### src/rtl/bki_pkg.sv
package bki_pkg;

   // Fixed field widths of the transaction payloads.
   localparam int VALUE_W = 32;
   localparam int OP_W = 2;
   localparam int SLOT_W = 6;
   localparam int ORDER_W = 4;
   localparam int COUNT_W = 6;
   localparam int CSR_INDEX_W = 2;
   localparam int CSR_DATA_W = 6;

   // Defaults for the top-level parameters.
   localparam int DEF_MAX_ORDINATES = 32;
   localparam int DEF_MAX_ORDER = 8;
   localparam int DEF_FRAC_BITS = 16;

   // Reset values of the configuration registers.
   localparam logic [ORDER_W-1:0] ORDER_RESET = ORDER_W'(4);
   localparam logic [COUNT_W-1:0] COUNT_RESET = COUNT_W'(8);

   typedef logic [OP_W-1:0] op_type;
   localparam op_type OP_LOAD_KNOT = 2'd0;
   localparam op_type OP_LOAD_ORD = 2'd1;
   localparam op_type OP_INSERT = 2'd2;

   typedef logic [CSR_INDEX_W-1:0] csr_index_type;
   localparam csr_index_type REG_SPLINE_ORDER = 2'd0;
   localparam csr_index_type REG_ORDINATE_COUNT = 2'd1;

   typedef struct packed {
      op_type operation;
      logic [SLOT_W-1:0] slot;
      logic signed [VALUE_W-1:0] value;
   } req_type;

   typedef struct packed {
      logic [COUNT_W-1:0] out_index;
      logic signed [VALUE_W-1:0] refined;
      logic final_res;
   } rsp_type;

   typedef enum logic [2:0] {
      ST_IDLE,
      ST_FETCH_A,
      ST_FETCH_B,
      ST_CAPTURE,
      ST_DIV,
      ST_MUL,
      ST_EMIT
   } state_type;

endpackage

### src/rtl/bki_div.sv
// Restoring divider, one quotient bit per cycle. The dividend is strictly
// smaller than the divisor, so the quotient has FRAC_BITS bits.
module bki_div #(
   parameter int FRAC_BITS = bki_pkg::DEF_FRAC_BITS
) (
   input  logic                           clock,
   input  logic                           reset,
   input  logic                           start,
   input  logic [bki_pkg::VALUE_W:0]      num,
   input  logic [bki_pkg::VALUE_W:0]      den,
   output logic [FRAC_BITS-1:0]           quotient,
   output logic                           done
);

   localparam int RW = bki_pkg::VALUE_W + 2;
   localparam int CW = $clog2(FRAC_BITS);

   logic [RW-1:0] rem_ff, rem_in;
   logic [RW-2:0] den_ff, den_in;
   logic [FRAC_BITS-1:0] quo_ff, quo_in;
   logic [CW-1:0] cnt_ff, cnt_in;
   logic busy_ff, busy_in;
   logic done_ff, done_in;
   logic [RW-1:0] twice;
   logic fits;

   always_comb begin
      twice = {rem_ff[RW-2:0], 1'b0};
      fits = (twice >= {1'b0, den_ff});
      rem_in = rem_ff;
      den_in = den_ff;
      quo_in = quo_ff;
      cnt_in = cnt_ff;
      busy_in = busy_ff;
      done_in = 1'b0;
      if (start) begin
         rem_in = {1'b0, num};
         den_in = den;
         cnt_in = '0;
         busy_in = 1'b1;
      end else if (busy_ff) begin
         rem_in = fits ? (twice - {1'b0, den_ff}) : twice;
         quo_in = {quo_ff[FRAC_BITS-2:0], fits};
         cnt_in = cnt_ff + CW'(1);
         if (cnt_ff == CW'(FRAC_BITS - 1)) begin
            busy_in = 1'b0;
            done_in = 1'b1;
         end
      end
   end

   always_ff @(posedge clock) begin
      rem_ff <= rem_in;
      den_ff <= den_in;
      quo_ff <= quo_in;
      cnt_ff <= cnt_in;
      if (reset) begin
         busy_ff <= 1'b0;
         done_ff <= 1'b0;
      end else begin
         busy_ff <= busy_in;
         done_ff <= done_in;
      end
   end

   assign quotient = quo_ff;
   assign done = done_ff;

endmodule

### src/rtl/bki_mul.sv
// Two shift-add multipliers run side by side, one weight bit per cycle,
// followed by the floor shift, the sum and signed saturation.
module bki_mul #(
   parameter int FRAC_BITS = bki_pkg::DEF_FRAC_BITS
) (
   input  logic                                clock,
   input  logic                                reset,
   input  logic                                start,
   input  logic [FRAC_BITS:0]                  wa,
   input  logic [FRAC_BITS:0]                  wb,
   input  logic signed [bki_pkg::VALUE_W-1:0]  a,
   input  logic signed [bki_pkg::VALUE_W-1:0]  b,
   output logic signed [bki_pkg::VALUE_W-1:0]  blend,
   output logic                                done
);

   localparam int VW = bki_pkg::VALUE_W;
   localparam int WW = FRAC_BITS + 1;
   localparam int PW = VW + WW;
   localparam int CW = $clog2(WW);
   localparam int SW = VW + 2;

   logic [FRAC_BITS:0] wa_ff, wa_in, wb_ff, wb_in;
   logic signed [PW-1:0] mca_ff, mca_in, mcb_ff, mcb_in;
   logic signed [PW-1:0] acca_ff, acca_in, accb_ff, accb_in;
   logic [CW-1:0] cnt_ff, cnt_in;
   logic busy_ff, busy_in;
   logic done_ff, done_in;
   logic signed [PW-1:0] sha, shb;
   logic signed [SW-1:0] sum;

   always_comb begin
      wa_in = wa_ff;
      wb_in = wb_ff;
      mca_in = mca_ff;
      mcb_in = mcb_ff;
      acca_in = acca_ff;
      accb_in = accb_ff;
      cnt_in = cnt_ff;
      busy_in = busy_ff;
      done_in = 1'b0;
      if (start) begin
         wa_in = wa;
         wb_in = wb;
         mca_in = PW'(a);
         mcb_in = PW'(b);
         acca_in = '0;
         accb_in = '0;
         cnt_in = '0;
         busy_in = 1'b1;
      end else if (busy_ff) begin
         if (wa_ff[0]) acca_in = acca_ff + mca_ff;
         if (wb_ff[0]) accb_in = accb_ff + mcb_ff;
         wa_in = wa_ff >> 1;
         wb_in = wb_ff >> 1;
         mca_in = mca_ff <<< 1;
         mcb_in = mcb_ff <<< 1;
         cnt_in = cnt_ff + CW'(1);
         if (cnt_ff == CW'(WW - 1)) begin
            busy_in = 1'b0;
            done_in = 1'b1;
         end
      end
   end

   always_ff @(posedge clock) begin
      wa_ff <= wa_in;
      wb_ff <= wb_in;
      mca_ff <= mca_in;
      mcb_ff <= mcb_in;
      acca_ff <= acca_in;
      accb_ff <= accb_in;
      cnt_ff <= cnt_in;
      if (reset) begin
         busy_ff <= 1'b0;
         done_ff <= 1'b0;
      end else begin
         busy_ff <= busy_in;
         done_ff <= done_in;
      end
   end

   // Each product is floored on its own before the sum is taken.
   always_comb begin
      sha = acca_ff >>> FRAC_BITS;
      shb = accb_ff >>> FRAC_BITS;
      sum = SW'(signed'(sha[VW:0])) + SW'(signed'(shb[VW:0]));
      if (sum > $signed(SW'({1'b0, {(VW-1){1'b1}}}))) begin
         blend = {1'b0, {(VW-1){1'b1}}};
      end else if (sum < -(SW'(1) <<< (VW - 1))) begin
         blend = {1'b1, {(VW-1){1'b0}}};
      end else begin
         blend = sum[VW-1:0];
      end
   end

   assign done = done_ff;

endmodule

### src/rtl/bspline_knot_insertion_top.sv
// B-spline knot insertion (Boehm) in signed fixed point, Q16.16 by default.
// Load transactions write one knot or one control ordinate into on-chip
// stores; they give no result. An insert transaction with knot value x
// gives ordinate_count+1 result transactions, in index order, the last one
// marked by final_res. The two end results copy the first and last
// ordinates. Every inner result reads two knots and two ordinates, forms its
// weight with a bit-serial divider (skipped when the weight is exactly zero
// or one) and blends the two ordinates with bit-serial multipliers. An insert
// stalls while a result waits in the output register with rsp_ready low.
// Reads of store entries that were never loaded return undefined data.
// Register writes take effect on the next insert; out-of-range order and
// count values are clamped at use.
module bspline_knot_insertion_top #(
   parameter int MAX_ORDINATES = bki_pkg::DEF_MAX_ORDINATES,
   parameter int MAX_ORDER = bki_pkg::DEF_MAX_ORDER,
   parameter int FRAC_BITS = bki_pkg::DEF_FRAC_BITS
) (
   input  logic                                 clock,
   input  logic                                 reset,
   input  logic                                 req_valid,
   output logic                                 req_ready,
   input  bki_pkg::req_type                     req_data,
   output logic                                 rsp_valid,
   input  logic                                 rsp_ready,
   output bki_pkg::rsp_type                     rsp_data,
   input  logic                                 csr_valid,
   output logic                                 csr_ready,
   input  bki_pkg::csr_index_type               csr_index,
   input  logic [bki_pkg::CSR_DATA_W-1:0]       csr_data
);

   localparam int VW = bki_pkg::VALUE_W;
   localparam int KNOT_DEPTH = MAX_ORDINATES + MAX_ORDER;
   localparam int KA_W = $clog2(KNOT_DEPTH);
   localparam int OA_W = $clog2(MAX_ORDINATES);
   localparam int IDX_W = $clog2(MAX_ORDINATES + 1);
   localparam int K_W = $clog2(MAX_ORDER + 1);

   // Configuration registers. The write channel never stalls.
   logic [bki_pkg::ORDER_W-1:0] order_ff;
   logic [bki_pkg::COUNT_W-1:0] count_ff;

   assign csr_ready = 1'b1;

   always_ff @(posedge clock) begin
      if (reset) begin
         order_ff <= bki_pkg::ORDER_RESET;
         count_ff <= bki_pkg::COUNT_RESET;
      end else if (csr_valid) begin
         case (csr_index)
            bki_pkg::REG_SPLINE_ORDER: order_ff <= csr_data[bki_pkg::ORDER_W-1:0];
            bki_pkg::REG_ORDINATE_COUNT: count_ff <= csr_data[bki_pkg::COUNT_W-1:0];
            default: ;
         endcase
      end
   end

   // Sequencer state.
   bki_pkg::state_type state_ff, state_in;
   logic [IDX_W-1:0] idx_ff, idx_in;
   logic [IDX_W-1:0] n_ff, n_in;
   logic [K_W-1:0] k_ff, k_in;
   logic signed [VW-1:0] x_ff, x_in;
   logic signed [VW-1:0] lo_ff, lo_in;
   logic signed [VW-1:0] a_ff, a_in;
   logic signed [VW-1:0] b_ff, b_in;
   logic endpoint_ff, endpoint_in;
   logic rsp_valid_ff, rsp_valid_in;
   bki_pkg::rsp_type rsp_data_ff, rsp_data_in;

   // Stores, one read port and one write port each, registered read data.
   logic signed [VW-1:0] knot_mem [KNOT_DEPTH];
   logic signed [VW-1:0] ord_mem [MAX_ORDINATES];
   logic signed [VW-1:0] knot_rd_ff;
   logic signed [VW-1:0] ord_rd_ff;
   logic [KA_W-1:0] knot_addr;
   logic [OA_W-1:0] ord_addr;

   logic req_fire;
   logic knot_we, ord_we;

   assign req_ready = (state_ff == bki_pkg::ST_IDLE);
   assign req_fire = req_valid && req_ready;
   assign knot_we = req_fire && (req_data.operation == bki_pkg::OP_LOAD_KNOT)
                    && ({1'b0, req_data.slot} < 7'(KNOT_DEPTH));
   assign ord_we = req_fire && (req_data.operation == bki_pkg::OP_LOAD_ORD)
                   && ({1'b0, req_data.slot} < 7'(MAX_ORDINATES));

   always_ff @(posedge clock) begin
      if (knot_we) knot_mem[KA_W'(req_data.slot)] <= req_data.value;
      if (ord_we) ord_mem[OA_W'(req_data.slot)] <= req_data.value;
      knot_rd_ff <= knot_mem[knot_addr];
      ord_rd_ff <= ord_mem[ord_addr];
   end

   // Serial arithmetic units.
   logic div_start, div_done;
   logic [VW:0] div_num, div_den;
   logic [FRAC_BITS-1:0] div_q;
   logic mul_start, mul_done;
   logic [FRAC_BITS:0] w_sel, wa_sel;
   logic signed [VW-1:0] b_sel;
   logic signed [VW-1:0] mul_blend;

   bki_div #(.FRAC_BITS(FRAC_BITS)) u_div (
      .clock    (clock),
      .reset    (reset),
      .start    (div_start),
      .num      (div_num),
      .den      (div_den),
      .quotient (div_q),
      .done     (div_done)
   );

   bki_mul #(.FRAC_BITS(FRAC_BITS)) u_mul (
      .clock (clock),
      .reset (reset),
      .start (mul_start),
      .wa    (wa_sel),
      .wb    (w_sel),
      .a     (a_ff),
      .b     (b_sel),
      .blend (mul_blend),
      .done  (mul_done)
   );

   localparam logic [FRAC_BITS:0] ONE_W = {1'b1, {FRAC_BITS{1'b0}}};

   logic [K_W:0] k_clamp;
   logic [IDX_W:0] n_clamp;
   logic [KA_W:0] hi_addr;
   logic signed [VW:0] diff_x, diff_k;
   logic x_le_lo, x_ge_hi;
   logic out_free;

   always_comb begin
      // Register values are clamped when an insert is taken.
      if ({{K_W{1'b0}}, order_ff} < (K_W + bki_pkg::ORDER_W)'(2)) begin
         k_clamp = (K_W + 1)'(2);
      end else if ({{K_W{1'b0}}, order_ff} > (K_W + bki_pkg::ORDER_W)'(MAX_ORDER)) begin
         k_clamp = (K_W + 1)'(MAX_ORDER);
      end else begin
         k_clamp = (K_W + 1)'(order_ff);
      end
      if (count_ff == '0) begin
         n_clamp = (IDX_W + 1)'(1);
      end else if ({{IDX_W{1'b0}}, count_ff} > (IDX_W + bki_pkg::COUNT_W)'(MAX_ORDINATES)) begin
         n_clamp = (IDX_W + 1)'(MAX_ORDINATES);
      end else begin
         n_clamp = (IDX_W + 1)'(count_ff);
      end

      hi_addr = (KA_W + 1)'(idx_ff) + (KA_W + 1)'(k_ff) - (KA_W + 1)'(1);
      diff_x = {x_ff[VW-1], x_ff} - {lo_ff[VW-1], lo_ff};
      diff_k = {knot_rd_ff[VW-1], knot_rd_ff} - {lo_ff[VW-1], lo_ff};
      x_le_lo = (x_ff <= lo_ff);
      x_ge_hi = (x_ff >= knot_rd_ff);
      out_free = !rsp_valid_ff || rsp_ready;

      state_in = state_ff;
      idx_in = idx_ff;
      n_in = n_ff;
      k_in = k_ff;
      x_in = x_ff;
      lo_in = lo_ff;
      a_in = a_ff;
      b_in = b_ff;
      endpoint_in = endpoint_ff;
      rsp_data_in = rsp_data_ff;
      rsp_valid_in = rsp_valid_ff && !rsp_ready;

      knot_addr = KA_W'(idx_ff);
      ord_addr = (idx_ff == '0) ? '0 : OA_W'(idx_ff - IDX_W'(1));
      div_start = 1'b0;
      div_num = diff_x[VW:0];
      div_den = diff_k[VW:0];
      mul_start = 1'b0;
      w_sel = x_le_lo ? '0 : ONE_W;
      b_sel = ord_rd_ff;

      case (state_ff)
         bki_pkg::ST_IDLE: begin
            if (req_fire && (req_data.operation == bki_pkg::OP_INSERT)) begin
               idx_in = '0;
               k_in = K_W'(k_clamp);
               n_in = IDX_W'(n_clamp);
               x_in = req_data.value;
               state_in = bki_pkg::ST_FETCH_A;
            end
         end
         bki_pkg::ST_FETCH_A: begin
            state_in = bki_pkg::ST_FETCH_B;
         end
         bki_pkg::ST_FETCH_B: begin
            // Second read: the upper knot and the right-hand ordinate.
            knot_addr = KA_W'(hi_addr);
            ord_addr = OA_W'(idx_ff);
            lo_in = knot_rd_ff;
            a_in = ord_rd_ff;
            if (idx_ff == '0 || idx_ff == n_ff) begin
               endpoint_in = 1'b1;
               state_in = bki_pkg::ST_EMIT;
            end else begin
               endpoint_in = 1'b0;
               state_in = bki_pkg::ST_CAPTURE;
            end
         end
         bki_pkg::ST_CAPTURE: begin
            b_in = ord_rd_ff;
            if (x_le_lo || x_ge_hi) begin
               mul_start = 1'b1;
               state_in = bki_pkg::ST_MUL;
            end else begin
               div_start = 1'b1;
               state_in = bki_pkg::ST_DIV;
            end
         end
         bki_pkg::ST_DIV: begin
            w_sel = {1'b0, div_q};
            b_sel = b_ff;
            if (div_done) begin
               mul_start = 1'b1;
               state_in = bki_pkg::ST_MUL;
            end
         end
         bki_pkg::ST_MUL: begin
            if (mul_done) state_in = bki_pkg::ST_EMIT;
         end
         bki_pkg::ST_EMIT: begin
            // The output register takes the result once it is free.
            if (out_free) begin
               rsp_valid_in = 1'b1;
               rsp_data_in.out_index = bki_pkg::COUNT_W'(idx_ff);
               rsp_data_in.refined = endpoint_ff ? a_ff : mul_blend;
               rsp_data_in.final_res = (idx_ff == n_ff);
               if (idx_ff == n_ff) begin
                  state_in = bki_pkg::ST_IDLE;
               end else begin
                  idx_in = idx_ff + IDX_W'(1);
                  state_in = bki_pkg::ST_FETCH_A;
               end
            end
         end
         default: state_in = bki_pkg::ST_IDLE;
      endcase

      wa_sel = ONE_W - w_sel;
   end

   always_ff @(posedge clock) begin
      idx_ff <= idx_in;
      n_ff <= n_in;
      k_ff <= k_in;
      x_ff <= x_in;
      lo_ff <= lo_in;
      a_ff <= a_in;
      b_ff <= b_in;
      endpoint_ff <= endpoint_in;
      rsp_data_ff <= rsp_data_in;
      if (reset) begin
         state_ff <= bki_pkg::ST_IDLE;
         rsp_valid_ff <= 1'b0;
      end else begin
         state_ff <= state_in;
         rsp_valid_ff <= rsp_valid_in;
      end
   end

   assign rsp_valid = rsp_valid_ff;
   assign rsp_data = rsp_data_ff;

endmodule
### config.mk
export PLATFORM = sky130hd
export DESIGN_NAME = bspline_knot_insertion_top
export DESIGN_NICKNAME = d
export VERILOG_FILES = /design/src/rtl/bki_pkg.sv /design/src/rtl/bki_div.sv /design/src/rtl/bki_mul.sv /design/src/rtl/bspline_knot_insertion_top.sv
export SDC_FILE = /design/constraint.sdc
export NUM_CORES = 2
export LEC_CHECK = 0
export ABC_CLOCK_PERIOD_IN_PS = 5500
export BUFFER_PORTS_ARGS = -buffer_cell sky130_fd_sc_hd__buf_2
export CORE_MARGIN = 10
export CORE_UTILIZATION = 30
export CTS_BUF_LIST = sky130_fd_sc_hd__clkbuf_4 sky130_fd_sc_hd__clkbuf_8
export DETAILED_ROUTE_END_ITERATION = 10
export PLACE_DENSITY = 0.57
export SLEW_MARGIN = 30
export SYNTH_ARGS = -nofsm -noshare
export SYNTH_HDL_FRONTEND = slang
export SYNTH_SLANG_ARGS = --single-unit
### constraint.sdc
create_clock -name clock -period 5.5 [get_ports clock]
set_input_delay 1.1 -clock clock [delete_from_list [all_inputs] [get_ports clock]]
set_output_delay 1.1 -clock clock [all_outputs]
set_load 0.005 [all_outputs]
# Word-level counts from Yosys, hierarchy flattened
# Memories as Yosys holds them, arrays and structs flattened. A register that Yosys moved wholly into a read port is not among the register bits.
# Index checks and enable logic that the tools add are counted.
[totals] ram_bits=2304 ff_bits=523 word_cells=164 input_bits=53 output_inout_bits=42 mem_count=2
[mem_list] name="knot_mem" depth=40 width=32 rd=1 rd_ports_with_merged_regs=1 wr=1 line_no="bspline_knot_insertion_top.sv:72" source="logic signed [VW-1:0] knot_mem [KNOT_DEPTH];"
[mem_list] name="ord_mem" depth=32 width=32 rd=1 rd_ports_with_merged_regs=1 wr=1 line_no="bspline_knot_insertion_top.sv:73" source="logic signed [VW-1:0] ord_mem [MAX_ORDINATES];"
[op_classes] n_lt_le_gt_ge=10 n_mux=54 bitwise=3 reduce_logical=33 n_eq_ne=17 n_addsub=13
[ops] op="49-bit two-way mux" n=4
[ops] op="32-bit two-way mux" n=4
[ops] op="17-bit two-way mux" n=6
[ops] op="33-bit two-way mux" n=3
[ops] op="49-bit adder" n=2
[ops] op="32-bit by 32-bit subtractor with 33-bit output" n=2
[ops] op="33-bit by 33-bit adder with 34-bit output" n=1
[ops] op="34-bit by 33-bit >= comparator with 1-bit output" n=1
[ops] op="34-bit by 32-bit greater-than comparator with 1-bit output, second input constant" n=1
[ops] op="34-bit by 32-bit < comparator with 1-bit output, second input constant" n=1
[ops] op="33-bit subtractor" n=1
[ops] op="32-bit >= comparator" n=1
[ops] op="32-bit <= comparator" n=1
[ops] op="6-bit two-way mux" n=5
[ops] op="1-bit two-way mux" n=21
[ops] op="3-bit one-hot mux with 7 select lines" n=1
[ops] op="17-bit subtractor, first input constant" n=1
[ops] op="3-bit two-way mux" n=5
[ops] op="2-bit AND reduction" n=7
[ops] op="6-bit zero test" n=2
[ops] op="6-bit < comparator, second input constant" n=2
[ops] op="6-bit one-hot mux with 2 select lines" n=1
[ops] op="5-bit two-way mux" n=2
[ops] op="3-bit equality test, second input constant" n=3
[ops] op="30 further kinds" n=52

# Logic depth before layout (Yosys ltp)
[depth] word_depth=6 ltp_mapped=16 depth_no_buf=13

# Hierarchy
# From an unflattened synthesis, not the netlist that was laid out.
[hier_totals] hier_cells=10064 area_unflattened_um2=126293.6
[by_module_without_submodules] module="bspline_knot_insertion_top" instances=1 seq_area_each_um2=76273.2 area_per_inst_um2=104724.2 cells_per_inst=7793
[by_module_without_submodules] module="bki_mul" instances=1 seq_area_each_um2=6065.8 area_per_inst_um2=16125.5 cells_per_inst=1746
[by_module_without_submodules] module="bki_div" instances=1 seq_area_each_um2=2582.5 area_per_inst_um2=5444.0 cells_per_inst=525

# Least setup slack after synthesis
# OpenSTA, ideal clock, no wires.
[synth_path] kind="register -> register" start="register state_ff[0]" end="register u_mul.mca_ff[0] (enable)" setup_slack_ns=-0.486 arrival_time_ns=5.488 path_stages_with_launch=6 required_ns=5.002 n_path_buf=1 path_cell_list="dfxtp_1 -> clkbuf_1 -> inv_1 -> nor2_1 -> a21boi_2 -> or3_1"
[synth_between] elab_chain_cells=3 word_cells_on_any_way=4 classes_between="eq/ne: 2; mux: 1; reduce/logical: 1"
[synth_lines] item="start: declaration" line_no="bspline_knot_insertion_top.sv:59" source="bki_pkg::state_type state_ff, state_in;"
[synth_lines] item="start signal: assignment" line_no="bspline_knot_insertion_top.sv:261" source="state_ff <= bki_pkg::ST_IDLE;"
[synth_lines] item="start signal: assignment" line_no="bspline_knot_insertion_top.sv:264" source="state_ff <= state_in;"
[synth_lines] item="3-bit equality test or 3-bit by 2-bit equality test with 1-bit output (tied branches)" line_no="bspline_knot_insertion_top.sv:181" source="case (state_ff)"
[synth_lines] item="1-bit one-hot mux with 2 select lines (*)" line_no="bspline_knot_insertion_top.sv:181"
[synth_lines] item="2-bit nonzero test (no source line) (*)"
[synth_lines] item="end signal: assignment" line_no="bki_mul.sv:69" source="mca_ff <= mca_in;"
[synth_lines] item="end: declaration" line_no="bki_mul.sv:24" source="logic signed [PW-1:0] mca_ff, mca_in, mcb_ff, mcb_in;"
# Every way passes the cells marked *; elsewhere a longest branch is shown, timed or not.
# A chain may end at the register's enable or synchronous reset.

# Worst setup path after layout
[layout_path] start="register idx_ff[1]" end="register knot_rd_ff[19], read port of knot_mem"
[layout_between] elab_chain_cells=3
[layout_lines] item="start: declaration" line_no="bspline_knot_insertion_top.sv:60" source="logic [IDX_W-1:0] idx_ff, idx_in;"
[layout_lines] item="start signal: assignment" line_no="bspline_knot_insertion_top.sv:251" source="idx_ff <= idx_in;"
[layout_lines] item="6-bit by 4-bit adder with 6-bit output" line_no="bspline_knot_insertion_top.sv:153" source="hi_addr = (KA_W + 1)'(idx_ff) + (KA_W + 1)'(k_ff) - (KA_W + 1)'(1);"
[layout_lines] item="6-bit by 1-bit subtractor with 6-bit output" line_no="bspline_knot_insertion_top.sv:153"
[layout_lines] item="6-bit two-way mux (*)" line_no="bspline_knot_insertion_top.sv:181"
[layout_lines] item="end: declaration" line_no="bspline_knot_insertion_top.sv:74" source="logic signed [VW-1:0] knot_rd_ff;"
# Marked as above.

==> impl_metrics.py <==
metrics = {
    "setup_path": {
        "required_ns": 6.32,
        "critical_path_class": "reg2reg",
        "cp.depth": 12,
        "reg2regPathDepth": 12,
        "path_buf_inv": 3,
        "path_delay_family": "compound AO/OA/AOI/OAI gates",
        "path_max_fanout": 21,
        "worstPathCellList": "inv_1, ha_1, inv_1, ha_1, fa_1, a21oi_4, buf_4, nand2_1, and3_1, a311oi_1, a31oi_1, a21oi_1",
        "slowest_delay_ns": 0.78,
        "worstPathArrival_ns": 5.84,
        "slowest_stage": "a21oi_4",
        "end_kind": "flip-flop",
        "start_kind": "flip-flop",
    },
    "clock_network": {
        "tritoncts_num_sinks": 2891,
        "h-tree-depth": 5,
        "cts_max_path_buffers": 4,
        "post_cts_resized": 0,
        "clk_transition_reported_paths_ns": 0.06,
        "worstSkewPairLatency_ns": 1.08,
        "hold_buffers": 0,
        "cts_tree": "built",
        "cts_root_buf": "clkbuf_8",
        "post-cts-setup-buffers": 0,
        "numCtsBuffers": 443,
    },
    "floorplanning": {
        "die_h_um": 665,
        "io_pins": 95,
        "fp.dieW_um": 665,
        "rows": 236,
        "die-area_mm2": 0.443,
        "start_util": 0.302,
        "design.core.area_mm2": 0.414,
    },
    "placement": {
        "placed_area_mm2": 0.134,
        "place_congestion": 0.850,
        "dp_hpwl_um": 216000,
        "port_buffers": 93,
    },
    "logic_synthesis": {
        "yosysWarningCount": 0,
        "syn_inst": 8964,
        "syn_avg_cell_area_um2": 13.9,
        "yosysSeqAreaShare": 0.680,
        "synthesis.nets": 9298,
        "synth_edf_count": 2702,
        "synth_ff_type": "edfxtp_1",
        "synth_seq_cells": 2891,
        "async_flop_share": 0,
        "ys_types": 95,
        "synthesis.area_mm2": 0.125,
    },
    "status": {
        "status": "complete, no violations",
    },
    "power": {
        "powerDensity_mw_per_mm2": 399,
        "total_power_w": 0.0571,
        "peakVddDrop_v": 0.000248,
        "leakage_nw": 49.3,
    },
    "grt": {
        "grt_antenna_before_repair": 32,
        "grt_pass1_wl_um": 515000,
        "grt_start_max_net_pins": 126,
        "grt_overflow": 0,
        "grt_pass1_vias": 78700,
        "grt_use_total": 0.151,
    },
    "timing": {
        "period_needed_ns": 5.02,
        "max_slew_margin": 0.314,
        "clock_skew_ns": 0.0946,
        "finalHoldViolations": 0,
        "slew_viol_final": 0,
        "setup_viol": 0,
        "min_period_over_period": 0.913,
        "setup_tns_ns": 0,
        "worst_pin_slew_ns": 1.02,
        "rsz0062_at_grt": "false",
        "fmax_mhz": 199,
    },
    "finish": {
        "fillers": 39700,
        "final_area_mm2": 0.143,
        "area_delta_synth_final_pct": 14.5,
        "fin_nets": 9642,
        "drive_above_1_share": 0.174,
    },
    "routing": {
        "drc": 0,
        "drt_first_pass_iters": 6,
        "via_count": 78300,
        "wl_um": 348000,
        "wire_per_inst_um": 22.9,
        "viasPerCell": 5.16,
        "postRouteAntennaNets": 0,
        "drt_iter0_drc": 7594,
    },
    "worst_hold_path": {
        "hold_class": "in2reg",
        "min_path_cells": 2,
    },
    "flow_run": {
        "maxCapViolations": 0,
    },
}
-- registers in the layout (all words and copies together) (netlist names), 6 cells and up --
name and cells:
knot_rd_ff 32, u_div.den_ff 33, a_ff 32, ord_rd_ff 32, lo_ff 32, ord_mem 1024, rsp_data 39, count_ff 6
u_mul.wb_ff 17, u_mul.mca_ff 49, u_div.rem_ff 33, u_mul.acca_ff 49, x_ff 32, b_ff 32, u_mul.accb_ff 49, n_ff 6
knot_mem 1280, u_mul.wa_ff 17, u_mul.mcb_ff 49, idx_ff 6, u_div.quotient 16
-- routing by layer --
layer | vias up | GRT usage | routed length, µm
met3 | 588 | 0.0269 | 25000
met2 | 2832 | 0.249 | 164000
met5 | - | 0 | 109
met4 | 16 | 0.0468 | 10900
met1 | 40000 | 0.201 | 148000
li1 | 34900 | - | -
-- worst register-to-register path, stage by stage, from the launching register on --
cell and delay, ns:
edfxtp_1 0.60, inv_1 0.24, ha_1 0.33, inv_1 0.04
ha_1 0.20, fa_1 0.56, a21oi_4 0.79, buf_4 0.45
nand2_1 0.09, and3_1 0.17, a311oi_1 0.69, a31oi_1 0.15
a21oi_1 0.53
-- metrics by stage --
step / utilization / setup WS (ns) / instances / hold slack (ns)
5_1_grt: 0.346 / 0.338 / 15200 / 0.255
3_3_place_gp: 0.323 / 0.525 / 14300 / 0.443
2_1_floorplan: - / 0.225 / 8964 / 0.424
6_report: 0.346 / 0.479 / 15200 / 0.306
3_5_place_dp: 0.324 / 0.530 / 14300 / 0.453
4_1_cts: 0.345 / 0.530 / 15100 / 0.219
-- cells by family (layout without fill, tap and decap cells) --
kind of cell | Yosys count | in the layout | share of synthesized area
AOI/OAI and AO/OA | 1414 | 1414 | 0.0782
xor gates and xnor gates | 214 | 214 | 0.0150
buffers and inverters | 732 | 1432 | 0.0244
DFF | 2891 | 2891 | 0.680
adders and majority gates | 281 | 281 | 0.0286
muxes | 426 | 426 | 0.0681
other | 1 | 38 | 0.0000300
and+or+nand+nor | 3005 | 3005 | 0.106
-- power breakdown --
| part | leakage [nW] | switching [W] | internal (W) |
|---|---|---|---|
| sequential | 25.9 | 0.000833 | 0.0250 |
| clock | 4.74 | 0.00844 | 0.00971 |
| combinational | 18.6 | 0.00813 | 0.00499 |
| total | 49.3 | 0.0174 | 0.0397 |
-- final cells by class --
| type | instances | area [µm²] | area share |
|---|---|---|---|
| Antenna cell | 37 | 92.6 | 0.000647 |
| Timing Repair Buffer | 410 | 3660 | 0.0256 |
| Clock inverter | 154 | 1150 | 0.00805 |
| Sequential cell | 2891 | 84900 | 0.594 |
| Tap cell | 5474 | 6850 | 0.0479 |
| Multi-Input combinational cell | 5341 | 37800 | 0.264 |
| Inverter | 221 | 832 | 0.00582 |
| Clock buffer | 647 | 7770 | 0.0543 |
-- path summary, 6_finish.rpt --
path,startpoint,end,slack (ns)
worst min register to register,knot_rd_ff[21],lo_ff[21],0.44
worst max register to register,idx_ff[1],knot_rd_ff[19],0.48
worst min-delay path,csr_data[2],order_ff[2],0.31
worst max-delay path,idx_ff[1],knot_rd_ff[19],0.48
-- cells in the final DEF, fill, tap and decap left out, drive strengths merged, types with 68 or more instances in the layout --
cell,count
nand2,1618
edfxtp,2702
a311oi,227
o21ai,155
a21oi,397
nand3,466
a31oi,108
a211oi,68
inv,225
and3,185
clkbuf,647
nor3,89
xnor2,144
mux4,320
ha,274
xor2,70
buf,410
a21o,125
nor2,370
dfxtp,189
clkinv,123
-- cell usage after synthesis (all sizes together) (11+ instances only) --
master,number,share of area
edfxtp,2702,0.65
nand2,1618,0.049
nand3,466,0.019
a21oi,397,0.016
nor2,370,0.011
clkbuf,344,0.010
mux4,320,0.058
ha,274,0.027
a311oi,227,0.016
inv,220,0.0066
dfxtp,189,0.030
and3,185,0.0093
buf,167,0.0074
o21ai,155,0.0063
xnor2,144,0.010
a21o,125,0.0075
a31oi,108,0.0055
nor3,89,0.0037
xor2,70,0.0049
a211oi,68,0.0046
mux2,66,0.0073
o21a,59,0.0035
nand4,53,0.0027
and2,51,0.0026
o31ai,50,0.0031
nor2b,42,0.0021
mux2i,40,0.0032
o311ai,35,0.0025
a221o,34,0.0027
nand2b,33,0.0017
o21bai,32,0.0019
o211ai,27,0.0016
or3,21,0.0011
nor3b,16,0.00096
a211o,12,0.00084
a21boi,12,0.00075
nor4b,11,0.00082
Power figures use the tool's default switching activity.
